### src/lcms_pkg.sv
// ----------------------------------------------------------------------------
// lcms_pkg
// Shared types, constants and the divide-by-1023 helper for the label counter
// and two-motor sequencer.
// ----------------------------------------------------------------------------
package lcms_pkg;

  typedef enum logic [1:0] {
    REQ_TICK  = 2'd0,
    REQ_START = 2'd1,
    REQ_STOP  = 2'd2,
    REQ_CLEAR = 2'd3
  } req_e;

  localparam logic [15:0] TAIL_RESET = 16'd2000;
  localparam logic [9:0]  POT_FULL   = 10'd1023;
  localparam logic [13:0] RUN_MIN    = 14'd1000;
  localparam logic [13:0] RUN_SPAN   = 14'd9000;
  localparam logic [9:0]  LOCK_SPAN  = 10'd999;

  typedef struct packed {
    req_e        req_type;
    logic        sensor_level;
    logic [9:0]  pot_value;
  } in_t;

  typedef struct packed {
    logic [15:0] label_count;
    logic        motor_one_enable;
    logic        motor_two_enable;
    logic        motor_one_step;
    logic        motor_two_step;
  } out_t;

  // Item after the front stage: request plus derived times.
  typedef struct packed {
    logic        valid;
    req_e        req_type;
    logic        sensor_level;
    logic [9:0]  lockout_ms;
    logic [13:0] run_ms;
  } front_t;

  // floor(y / 1023) for y < 1023 * 2^14: geometric-series estimate plus one fixup.
  function automatic logic [13:0] div1023(input logic [23:0] y);
    logic [24:0] s;
    logic [13:0] q;
    logic [24:0] r;
    s = {1'b0, y} + {11'b0, y[23:10]} + {21'b0, y[23:20]};
    q = s[23:10];
    r = {1'b0, y} - {1'b0, q, 10'b0} + {11'b0, q};
    if (r >= 25'(POT_FULL)) begin
      q = q + 14'd1;
    end
    return q;
  endfunction

endpackage

### src/lcms_front.sv
// ----------------------------------------------------------------------------
// lcms_front
// Input register; derives lockout and run times from the pot sample.
// ----------------------------------------------------------------------------
module lcms_front (
  input  logic           clk_i,
  input  logic           rst_ni,
  input  logic           in_valid_i,
  output logic           in_ready_o,
  input  lcms_pkg::in_t  in_i,
  input  logic           next_ready_i,
  output lcms_pkg::front_t front_o
);
  import lcms_pkg::*;

  logic        valid_q, valid_d;
  front_t      item_q;
  logic [23:0] lock_prod, run_prod;
  logic [9:0]  lockout_d;
  logic [13:0] run_d;
  logic [13:0] lock_quo;

  assign in_ready_o = !valid_q || next_ready_i;

  assign lock_prod = 24'(in_i.pot_value) * 24'(LOCK_SPAN);
  assign run_prod  = 24'(in_i.pot_value) * 24'(RUN_SPAN);
  assign lock_quo  = div1023(lock_prod);
  assign lockout_d = lock_quo[9:0] + 10'd1;
  assign run_d     = div1023(run_prod) + RUN_MIN;

  always_comb begin
    valid_d = valid_q;
    if (in_ready_o) begin
      valid_d = in_valid_i;
    end
  end

  always_ff @(posedge clk_i or negedge rst_ni) begin
    if (!rst_ni) begin
      valid_q <= 1'b0;
    end else begin
      valid_q <= valid_d;
    end
  end

  always_ff @(posedge clk_i) begin
    if (in_valid_i && in_ready_o) begin
      item_q.valid        <= 1'b1;
      item_q.req_type     <= in_i.req_type;
      item_q.sensor_level <= in_i.sensor_level;
      item_q.lockout_ms   <= lockout_d;
      item_q.run_ms       <= run_d;
    end
  end

  always_comb begin
    front_o       = item_q;
    front_o.valid = valid_q;
  end

endmodule

### src/lcms_core.sv
// ----------------------------------------------------------------------------
// lcms_core
// Counter, lockout and motor timer state; result register.
// ----------------------------------------------------------------------------
module lcms_core #(
  parameter int COUNT_BITS = 16,
  parameter int TIME_BITS  = 32
) (
  input  logic             clk_i,
  input  logic             rst_ni,
  input  lcms_pkg::front_t front_i,
  output logic             ready_o,
  input  logic             cfg_valid_i,
  input  logic [15:0]      cfg_data_i,
  output logic             out_valid_o,
  input  logic             out_ready_i,
  output lcms_pkg::out_t   out_o
);
  import lcms_pkg::*;

  localparam int CmpW = TIME_BITS + 2;

  logic [TIME_BITS-1:0]  now_q, now_d, last_q, last_d;
  logic [TIME_BITS-1:0]  m1_start_q, m1_start_d, m2_start_q, m2_start_d;
  logic [COUNT_BITS-1:0] count_q, count_d;
  logic                  latch_q, latch_d, m1_run_q, m1_run_d, m2_run_q, m2_run_d;
  logic [15:0]           tail_q;
  logic                  out_valid_q;
  out_t                  out_q, out_d;

  logic                  fire;
  logic [TIME_BITS-1:0]  now_tick, el_last, el_m1, el_m2, m2_start_eff;
  logic                  m1_done, m2_done;
  logic [CmpW-1:0]       m2_limit;

  assign ready_o     = !out_valid_q || out_ready_i;
  assign fire        = front_i.valid && ready_o;
  assign out_valid_o = out_valid_q;
  assign out_o       = out_q;

  assign now_tick     = now_q + TIME_BITS'(1);
  assign el_last      = now_tick - last_q;
  assign el_m1        = now_tick - m1_start_q;
  assign m1_done      = el_m1 >= TIME_BITS'(front_i.run_ms);
  assign m2_start_eff = (m1_run_q && m1_done) ? now_tick : m2_start_q;
  assign el_m2        = now_tick - m2_start_eff;
  assign m2_limit     = CmpW'(front_i.run_ms) + CmpW'(tail_q);
  assign m2_done      = CmpW'(el_m2) >= m2_limit;

  always_comb begin
    now_d      = now_q;
    last_d     = last_q;
    latch_d    = latch_q;
    count_d    = count_q;
    m1_run_d   = m1_run_q;
    m2_run_d   = m2_run_q;
    m1_start_d = m1_start_q;
    m2_start_d = m2_start_q;
    out_d      = '0;
    case (front_i.req_type)
      REQ_TICK: begin
        now_d = now_tick;
        if (!front_i.sensor_level && !latch_q &&
            (el_last > TIME_BITS'(front_i.lockout_ms))) begin
          count_d = count_q + COUNT_BITS'(1);
          latch_d = 1'b1;
          last_d  = now_tick;
        end else if (front_i.sensor_level) begin
          latch_d = 1'b0;
        end
        if (m1_run_q) begin
          out_d.motor_one_enable = 1'b1;
          out_d.motor_one_step   = 1'b1;
          if (m1_done) begin
            m1_run_d   = 1'b0;
            m2_start_d = now_tick;
          end
        end
        if (m2_run_q) begin
          if (m2_done) begin
            m2_run_d = 1'b0;
          end else begin
            out_d.motor_two_enable = 1'b1;
            out_d.motor_two_step   = 1'b1;
          end
        end
      end
      REQ_START: begin
        m1_run_d   = 1'b1;
        m2_run_d   = 1'b1;
        m1_start_d = now_q;
        m2_start_d = now_q;
      end
      REQ_STOP: begin
        m1_run_d = 1'b0;
        m2_run_d = 1'b0;
      end
      REQ_CLEAR: begin
        count_d = '0;
      end
      default: begin
      end
    endcase
    if (front_i.req_type != REQ_TICK) begin
      out_d.motor_one_enable = m1_run_d;
      out_d.motor_two_enable = m2_run_d;
    end
    out_d.label_count = 16'(count_d);
  end

  always_ff @(posedge clk_i or negedge rst_ni) begin
    if (!rst_ni) begin
      now_q       <= '0;
      last_q      <= '0;
      latch_q     <= 1'b0;
      count_q     <= '0;
      m1_run_q    <= 1'b0;
      m2_run_q    <= 1'b0;
      m1_start_q  <= '0;
      m2_start_q  <= '0;
      tail_q      <= TAIL_RESET;
      out_valid_q <= 1'b0;
    end else begin
      if (cfg_valid_i) begin
        tail_q <= cfg_data_i;
      end
      if (fire) begin
        now_q      <= now_d;
        last_q     <= last_d;
        latch_q    <= latch_d;
        count_q    <= count_d;
        m1_run_q   <= m1_run_d;
        m2_run_q   <= m2_run_d;
        m1_start_q <= m1_start_d;
        m2_start_q <= m2_start_d;
      end
      if (ready_o) begin
        out_valid_q <= front_i.valid;
      end
    end
  end

  always_ff @(posedge clk_i) begin
    if (fire) begin
      out_q <= out_d;
    end
  end

endmodule

### src/label_counter_two_motor_sequencer_top.sv
// ----------------------------------------------------------------------------
// label_counter_two_motor_sequencer_top
// Label counter with lockout and a two-motor run sequencer, one result per
// transaction.
//
// Input channel (in_valid_i/in_ready_o, in_i) carries a millisecond tick with
// sensor level and pot sample, or a start, stop or count-clear command.
// Output channel (out_valid_o/out_ready_i, out_o) returns the label count and
// motor enable/step levels for each input transaction, in order.
// Config channel (cfg_valid_i/cfg_ready_o, cfg_data_i) writes tail_ms; it is
// always ready and should only be written while the block is idle.
// The input register loads lockout/run times derived from the pot sample on
// acceptance; the state update then loads the result register, from which
// the result is taken when the receiver is ready.
// Throughput is one transaction per cycle while the receiver does not stall.
// When the receiver stalls, the result register holds and the input register
// fills; in_ready_o drops once both are occupied.
// Reset clears counters, timers and motor flags and sets tail_ms to 2000.
// ----------------------------------------------------------------------------
module label_counter_two_motor_sequencer_top #(
  parameter int COUNT_BITS = 16,
  parameter int TIME_BITS  = 32
) (
  input  logic           clk_i,
  input  logic           rst_ni,
  input  logic           in_valid_i,
  output logic           in_ready_o,
  input  lcms_pkg::in_t  in_i,
  output logic           out_valid_o,
  input  logic           out_ready_i,
  output lcms_pkg::out_t out_o,
  input  logic           cfg_valid_i,
  output logic           cfg_ready_o,
  input  logic [15:0]    cfg_data_i
);
  import lcms_pkg::*;

  front_t front;
  logic   core_ready;

  assign cfg_ready_o = 1'b1;

  lcms_front u_front (
    .clk_i        (clk_i),
    .rst_ni       (rst_ni),
    .in_valid_i   (in_valid_i),
    .in_ready_o   (in_ready_o),
    .in_i         (in_i),
    .next_ready_i (core_ready),
    .front_o      (front)
  );

  lcms_core #(
    .COUNT_BITS (COUNT_BITS),
    .TIME_BITS  (TIME_BITS)
  ) u_core (
    .clk_i       (clk_i),
    .rst_ni      (rst_ni),
    .front_i     (front),
    .ready_o     (core_ready),
    .cfg_valid_i (cfg_valid_i),
    .cfg_data_i  (cfg_data_i),
    .out_valid_o (out_valid_o),
    .out_ready_i (out_ready_i),
    .out_o       (out_o)
  );

endmodule

### config.mk
export PLATFORM = sky130hd
export DESIGN_NAME = label_counter_two_motor_sequencer_top
export DESIGN_NICKNAME = d
export VERILOG_FILES = /design/src/lcms_pkg.sv /design/src/lcms_front.sv /design/src/lcms_core.sv /design/src/label_counter_two_motor_sequencer_top.sv
export SDC_FILE = /design/constraint.sdc
export NUM_CORES = 1
export LEC_CHECK = 0
export BUFFER_PORTS_ARGS = -buffer_cell sky130_fd_sc_hd__buf_2
export CORE_MARGIN = 2
export CORE_UTILIZATION = 54
export CTS_CLUSTER_SIZE = 28
export DETAILED_ROUTE_END_ITERATION = 12
export GPL_TIMING_DRIVEN = 0
export PLACE_DENSITY = 0.7
export REMOVE_ABC_BUFFERS = 1
export SYNTH_ARGS = -nofsm -noshare
export SYNTH_HDL_FRONTEND = slang
export SYNTH_SLANG_ARGS = --single-unit
### constraint.sdc
create_clock -name clk_i -period 12.95 [get_ports clk_i]
set_input_delay 3.2375 -clock clk_i [delete_from_list [all_inputs] [get_ports clk_i]]
set_output_delay 3.2375 -clock clk_i [all_outputs]
set_load 0.1 [all_outputs]
# Yosys cells after proc, flatten, opt, wreduce, memory -nomap -nowiden
# Cells that the tools add are included.
# totals
regBits	212
inputBits	34
# classes
add_sub_neg	17
multipliers	2
n_lt_le_gt_ge	5
n_eq_ne	5
n_mux	19
reduce_logical	20
# ops
cell	count
32-bit 2-to-1 mux	3
32-bit subtractor	3
32-bit one-hot mux with 2 select lines	1
25-bit by 10-bit greater-or-equal comparator with 1-bit output (second input constant)	2
32-bit by 34-bit greater-or-equal comparator with 1-bit output	1
32-bit by 1-bit adder with 32-bit output (second input constant)	1
32-bit by 14-bit greater-or-equal comparator with 1-bit output	1
32-bit by 10-bit greater-than comparator with 1-bit output	1
16-bit one-hot mux with 2 select lines	1
25-bit by 11-bit adder with 25-bit output	1
25-bit by 14-bit adder with 25-bit output	1
24-bit by 24-bit subtractor with 25-bit output	1
24-bit by 14-bit adder with 24-bit output	1
24-bit by 4-bit adder with 24-bit output	1
20-bit by 21-bit subtractor with 22-bit output	1
20-bit by 10-bit adder with 21-bit output	1
10-bit by 11-bit multiplier with 21-bit output (second input constant)	1
10-bit by 1-bit adder with 10-bit output (second input constant)	2
10-bit by 10-bit multiplier with 20-bit output (second input constant)	1
14-bit by 16-bit adder with 17-bit output	1
16-bit by 1-bit adder with 16-bit output (second input constant)	1
16-bit 2-to-1 mux	1
14-bit by 1-bit adder with 14-bit output (second input constant)	1
14-bit by 10-bit adder with 14-bit output (second input constant)	1
17 further kinds	38

# Longest topological paths before layout
# logic_depth
ltp_word	11
mapped_depth	65

# Modules after synthesis
# A second synthesis with hierarchy kept.
# hier_totals
cells_unflattened	3111
hier_area_um2	26693.1
# modules_own_cells
mod	n_inst	cells_each	area_per_inst_um2	seq_area_each_um2
lcms_core	1	1877	16343.2	4712.0
lcms_front	1	1232	10338.7	835.8
label_counter_two_motor_sequencer_top	1	2	11.3	0.0

# Least setup slack after synthesis
# No wires, ideal clock.
# synth_timing
path_type	in2reg
startpoint	input in_i[2] (netlist name)
endpoint	register u_front.item_q (netlist bit u_front.front_o[11]), data pin
arrival_ps	15410
t_required_ps	12686
path_slack_ps	-2725
cell_stages	64
n_path_buf	2
cell_sequence	inv_1 -> ha_1 -> inv_1 -> ha_1 -> inv_1 -> fa_1 -> fa_1 -> inv_1 -> ha_1 -> ha_1 -> o21a_1 -> o21a_1 -> o21a_1 -> o21ai_0 -> nand2b_1 -> a21oi_1 -> nor2b_1 -> o21a_1 -> (+28 left out) -> clkbuf_1 -> a21o_1 -> a21o_1 -> a21oi_1 -> o21ai_0 -> a21oi_1 -> mux2_2 -> o311a_1 -> o211ai_1 -> or4b_2 -> nor2_1 -> nand2_1 -> and3_1 -> xnor2_1 -> ha_1 -> a221oi_1 -> mux2i_1 -> xnor2_1
# synth_between
elab_chain_cells	8
# synth_lines
item	line_no	rtl
start, declared	label_counter_two_motor_sequencer_top.sv:28	input lcms_pkg::in_t in_i,
10-bit by 11-bit multiplier with 21-bit output (*)	lcms_front.sv:26	assign run_prod = 24'(in_i.pot_value) * 24'(RUN_SPAN);
24-bit by 14-bit adder with 24-bit output	lcms_pkg.sv:49	s = {1'b0, y} + {11'b0, y[23:10]} + {21'b0, y[23:20]};
24-bit by 4-bit adder with 24-bit output	lcms_pkg.sv:49	
24-bit by 24-bit subtractor with 25-bit output	lcms_pkg.sv:51	r = {1'b0, y} - {1'b0, q, 10'b0} + {11'b0, q};
25-bit by 14-bit adder with 25-bit output	lcms_pkg.sv:51	
25-bit by 10-bit greater-or-equal comparator with 1-bit output	lcms_pkg.sv:52	if (r >= 25'(POT_FULL)) begin
14-bit 2-to-1 mux (*)	lcms_pkg.sv:52	
14-bit by 10-bit adder with 14-bit output (*)	lcms_front.sv:29	assign run_d = div1023(run_prod) + RUN_MIN;
net u_front.run_d[11]	lcms_front.sv:20	logic [13:0] run_d;
end, declared	lcms_front.sv:17	front_t item_q;
# Mark *: on every way through the listed nets, which the timed path passes. The rest lies on a longest branch.
# A chain may end at the register's enable or synchronous reset.

# Worst setup path in the final report
# layout_timing
startpoint	input in_i[7] (netlist name)
endpoint	register u_front.item_q (netlist bit u_front.front_o[7]), data pin
# The elaborated chain is that of the path after synthesis.

==> metrics.cfg <==
[routing]
dr_total_vias=22630
via_per_inst=5.984
drt-total-wl_um=69810
first_iter_violations=1358
drt_pre_antenna_iters=6
drcViolationCount=0
wire_per_inst_um=18.46
ant_nets=0

[die]
io_pins=57
rows=79
initial_core_util_pct=54.65
core_area_um2=46560
die-area_um2=48870
die_height_um=221.1
die_width_um=221.1

[clocking]
htreeDepth=1
cts.sink_count=212
clockBufferDepth=3
cts_made_buffers=23
clk_pin_slew_ns=0.06
cts_root_buffer=clkbuf_16
cts-hold-fix-buffers=0
clk_latency_ns=0.54
cts_tree=built

[global_routing]
grt_max_degree=86
grt.total_usage_pct=26.97
grt.overflow.total=0
grt_pass1_vias=22020
grt_pass1_wl_um=110400
antenna_found_initial=0

[logic_synthesis]
ys_warn_count=0
syn_area_um2=25440
synth_edf_count=47
ys_ff_latch=212
ys_types=95
synthCells=3015
syn_avg_cell_area_um2=8.439
synth-seq-area-share_pct=21.80
synth_ff_type=dfrtp_1
async_flop_share_pct=77.83

[place]
port_buffers=55
hpwl_um=51040
place.gp.congestion=0.9211
post_dp_cell_area_um2=26240
detailedPlace.worstSlack_ns=-5.158

[worst_hold_path]
hold_class=flop to flop

[finish]
post_route_cells_drive_above_1_share_pct=18.27
finalNetCount=3622
syn_to_final_growth_pct=17.92
diodes=0
final_area_um2=30000

[flow_run]
cap_violations=0

[timing]
setup_viol_count_final=16
fmax_mhz=70.26
worst_pin_slew_ns=1.303
drv_slew=0
period_minus_slack_ns=14.23
rsz0062_at_grt=true
finalWorstSetupSlack_ns=-1.282
hold_viol_final=0
slew_headroom_pct=12.92
clock_skew_ns=0.01927
fin_crit_sh_pct=109.9

[critical_path]
crit_type=input pin to flop
cp_top_family=adder cells
slowest_delay_ns=0.54
path_buf_inv=10
critPathRequiredTime_ns=13.23
crit_top_cell=a21oi_2
worst_path_max_delay_cell=fa_1
startpoint_type=input pin
crit_fanout=10
crit_arrival_ns=14.51
end_kind=flop

[run_status]
violations=negative setup slack
outcome=finished with violations

## area by class of cell
type | count | area, um^2
clock buffer | 34 | 686.9
clock inverter | 7 | 95.09
fill | 3742 | 16550
inverter | 332 | 1260
multi-input combinational | 2375 | 19910
sequential | 212 | 5549
tap | 607 | 759.5
timing repair buffer | 214 | 1744
## Yosys cell counts, types with 41 or more instances
cell type | count | area share, %
nor2b_1 | 43 | 1.1
xor2_1 | 73 | 2.5
nand2_1 | 199 | 2.9
and3_1 | 41 | 1.0
a21oi_1 | 234 | 4.6
edfxtp_1 | 47 | 5.5
nor2_1 | 238 | 3.5
a21o_1 | 67 | 2.0
nand3_1 | 78 | 1.5
ha_1 | 363 | 18
xnor2_1 | 178 | 6.1
o21ai_0 | 123 | 2.4
mux2_2 | 60 | 2.7
clkbuf_1 | 69 | 1.0
fa_1 | 67 | 5.3
dfrtp_1 | 159 | 16
mux2i_1 | 52 | 2.0
nor3_1 | 55 | 1.1
inv_1 | 330 | 4.9
## worst paths after layout
kind,from,to,slack [ns],cells past startpoint
min in group asynchronous,rst_ni,u_core.now_q[14],2.71,1
max,in_i[7],u_front.front_o[7],-1.28,61
max in group asynchronous,rst_ni,u_core.m1_run_q,9.37,2
min,u_core.last_q[0],u_core.last_q[0],0.50,2
max reg2reg,u_core.now_q[0],u_core.out_o[2],0.78,45
min reg2reg,u_core.last_q[0],u_core.last_q[0],0.50,2
## worst min-delay path: cells and delay by family, from the launching register on
kind	cells	cell delay [ns]
simple gates	1	0.05
flops	1	0.35
compound gates	1	0.07
## layout by cell type (no fill, tap or decap), types with 18 or more instances in the layout
cell type / instances
inv_1: 311
ha_1: 299
nor2_1: 232
a21oi_1: 202
nand2_1: 190
xnor2_1: 165
dfrtp_1: 158
buf_4: 138
o21ai_0: 109
nand3_1: 74
xor2_1: 67
a21o_1: 67
fa_1: 64
mux2_2: 58
ha_4: 55
nor3_1: 50
mux2i_1: 50
edfxtp_1: 47
buf_2: 44
nor2b_1: 42
nand2b_1: 39
nand4_1: 39
and3_1: 37
o21a_1: 36
o21bai_1: 26
a21oi_2: 26
o211ai_1: 24
clkbuf_16: 23
a31oi_1: 22
and2_1: 19
inv_2: 18
buf_6: 18
## cell families (layout without fill, tap and decap cells)
group	after synthesis	after routing	share of synthesized area (%)
xor+xnor	254	254	8.881
compound gates	716	716	18.36
other cells	1	1	0.01474
buf+inv	428	587	6.407
mux	112	112	4.701
fa+ha+maj	430	430	23.12
simple gates	862	862	16.71
flops	212	212	21.80
## per-layer routing
layer  vias up  track usage [%]  wire length [um]
li1      10940                -                 -
met1     10980            33.39             29300
met2       563            50.30             36130
met3       139            1.726              2323
met4         0            7.577              2050
met5         -                0                 0
## per-stage QoR
step                      hold WS, ns  TNS, ns  instances  util, %
after CTS                      0.5021   -10.27       3724    62.11
after global routing           0.5114   -20.98       3781    64.45
after floorplan                0.4473   -30.99       2919        -
after detailed placement       0.4762   -80.09       3586    56.35
final                          0.5016   -13.92       3781    64.45
after global placement         0.4700   -77.70       3581    56.05
## registers in the layout, indices dropped and copies added (netlist names)
name	count
u_core.count_q	16
u_front.front_o	27
u_core.now_q	32
u_core.tail_q	16
u_core.out_valid_o	1
u_core.out_o	20
u_core.m2_run_q	1
u_core.latch_q	1
u_front.valid_q	1
u_core.m2_start_q	32
u_core.m1_start_q	32
u_core.m1_run_q	1
u_core.last_q	32
## timing repair
item                                    CTS  global route
endpoints found under the hold margin     0             0
pin swaps                                99           112
setup buffers                            99            58
gates resized for setup                 229           113
endpoints found under the setup margin   25            26
Power is not shown: default switching activity piles up to over one toggle a cycle in this logic, so the estimate is an artifact.
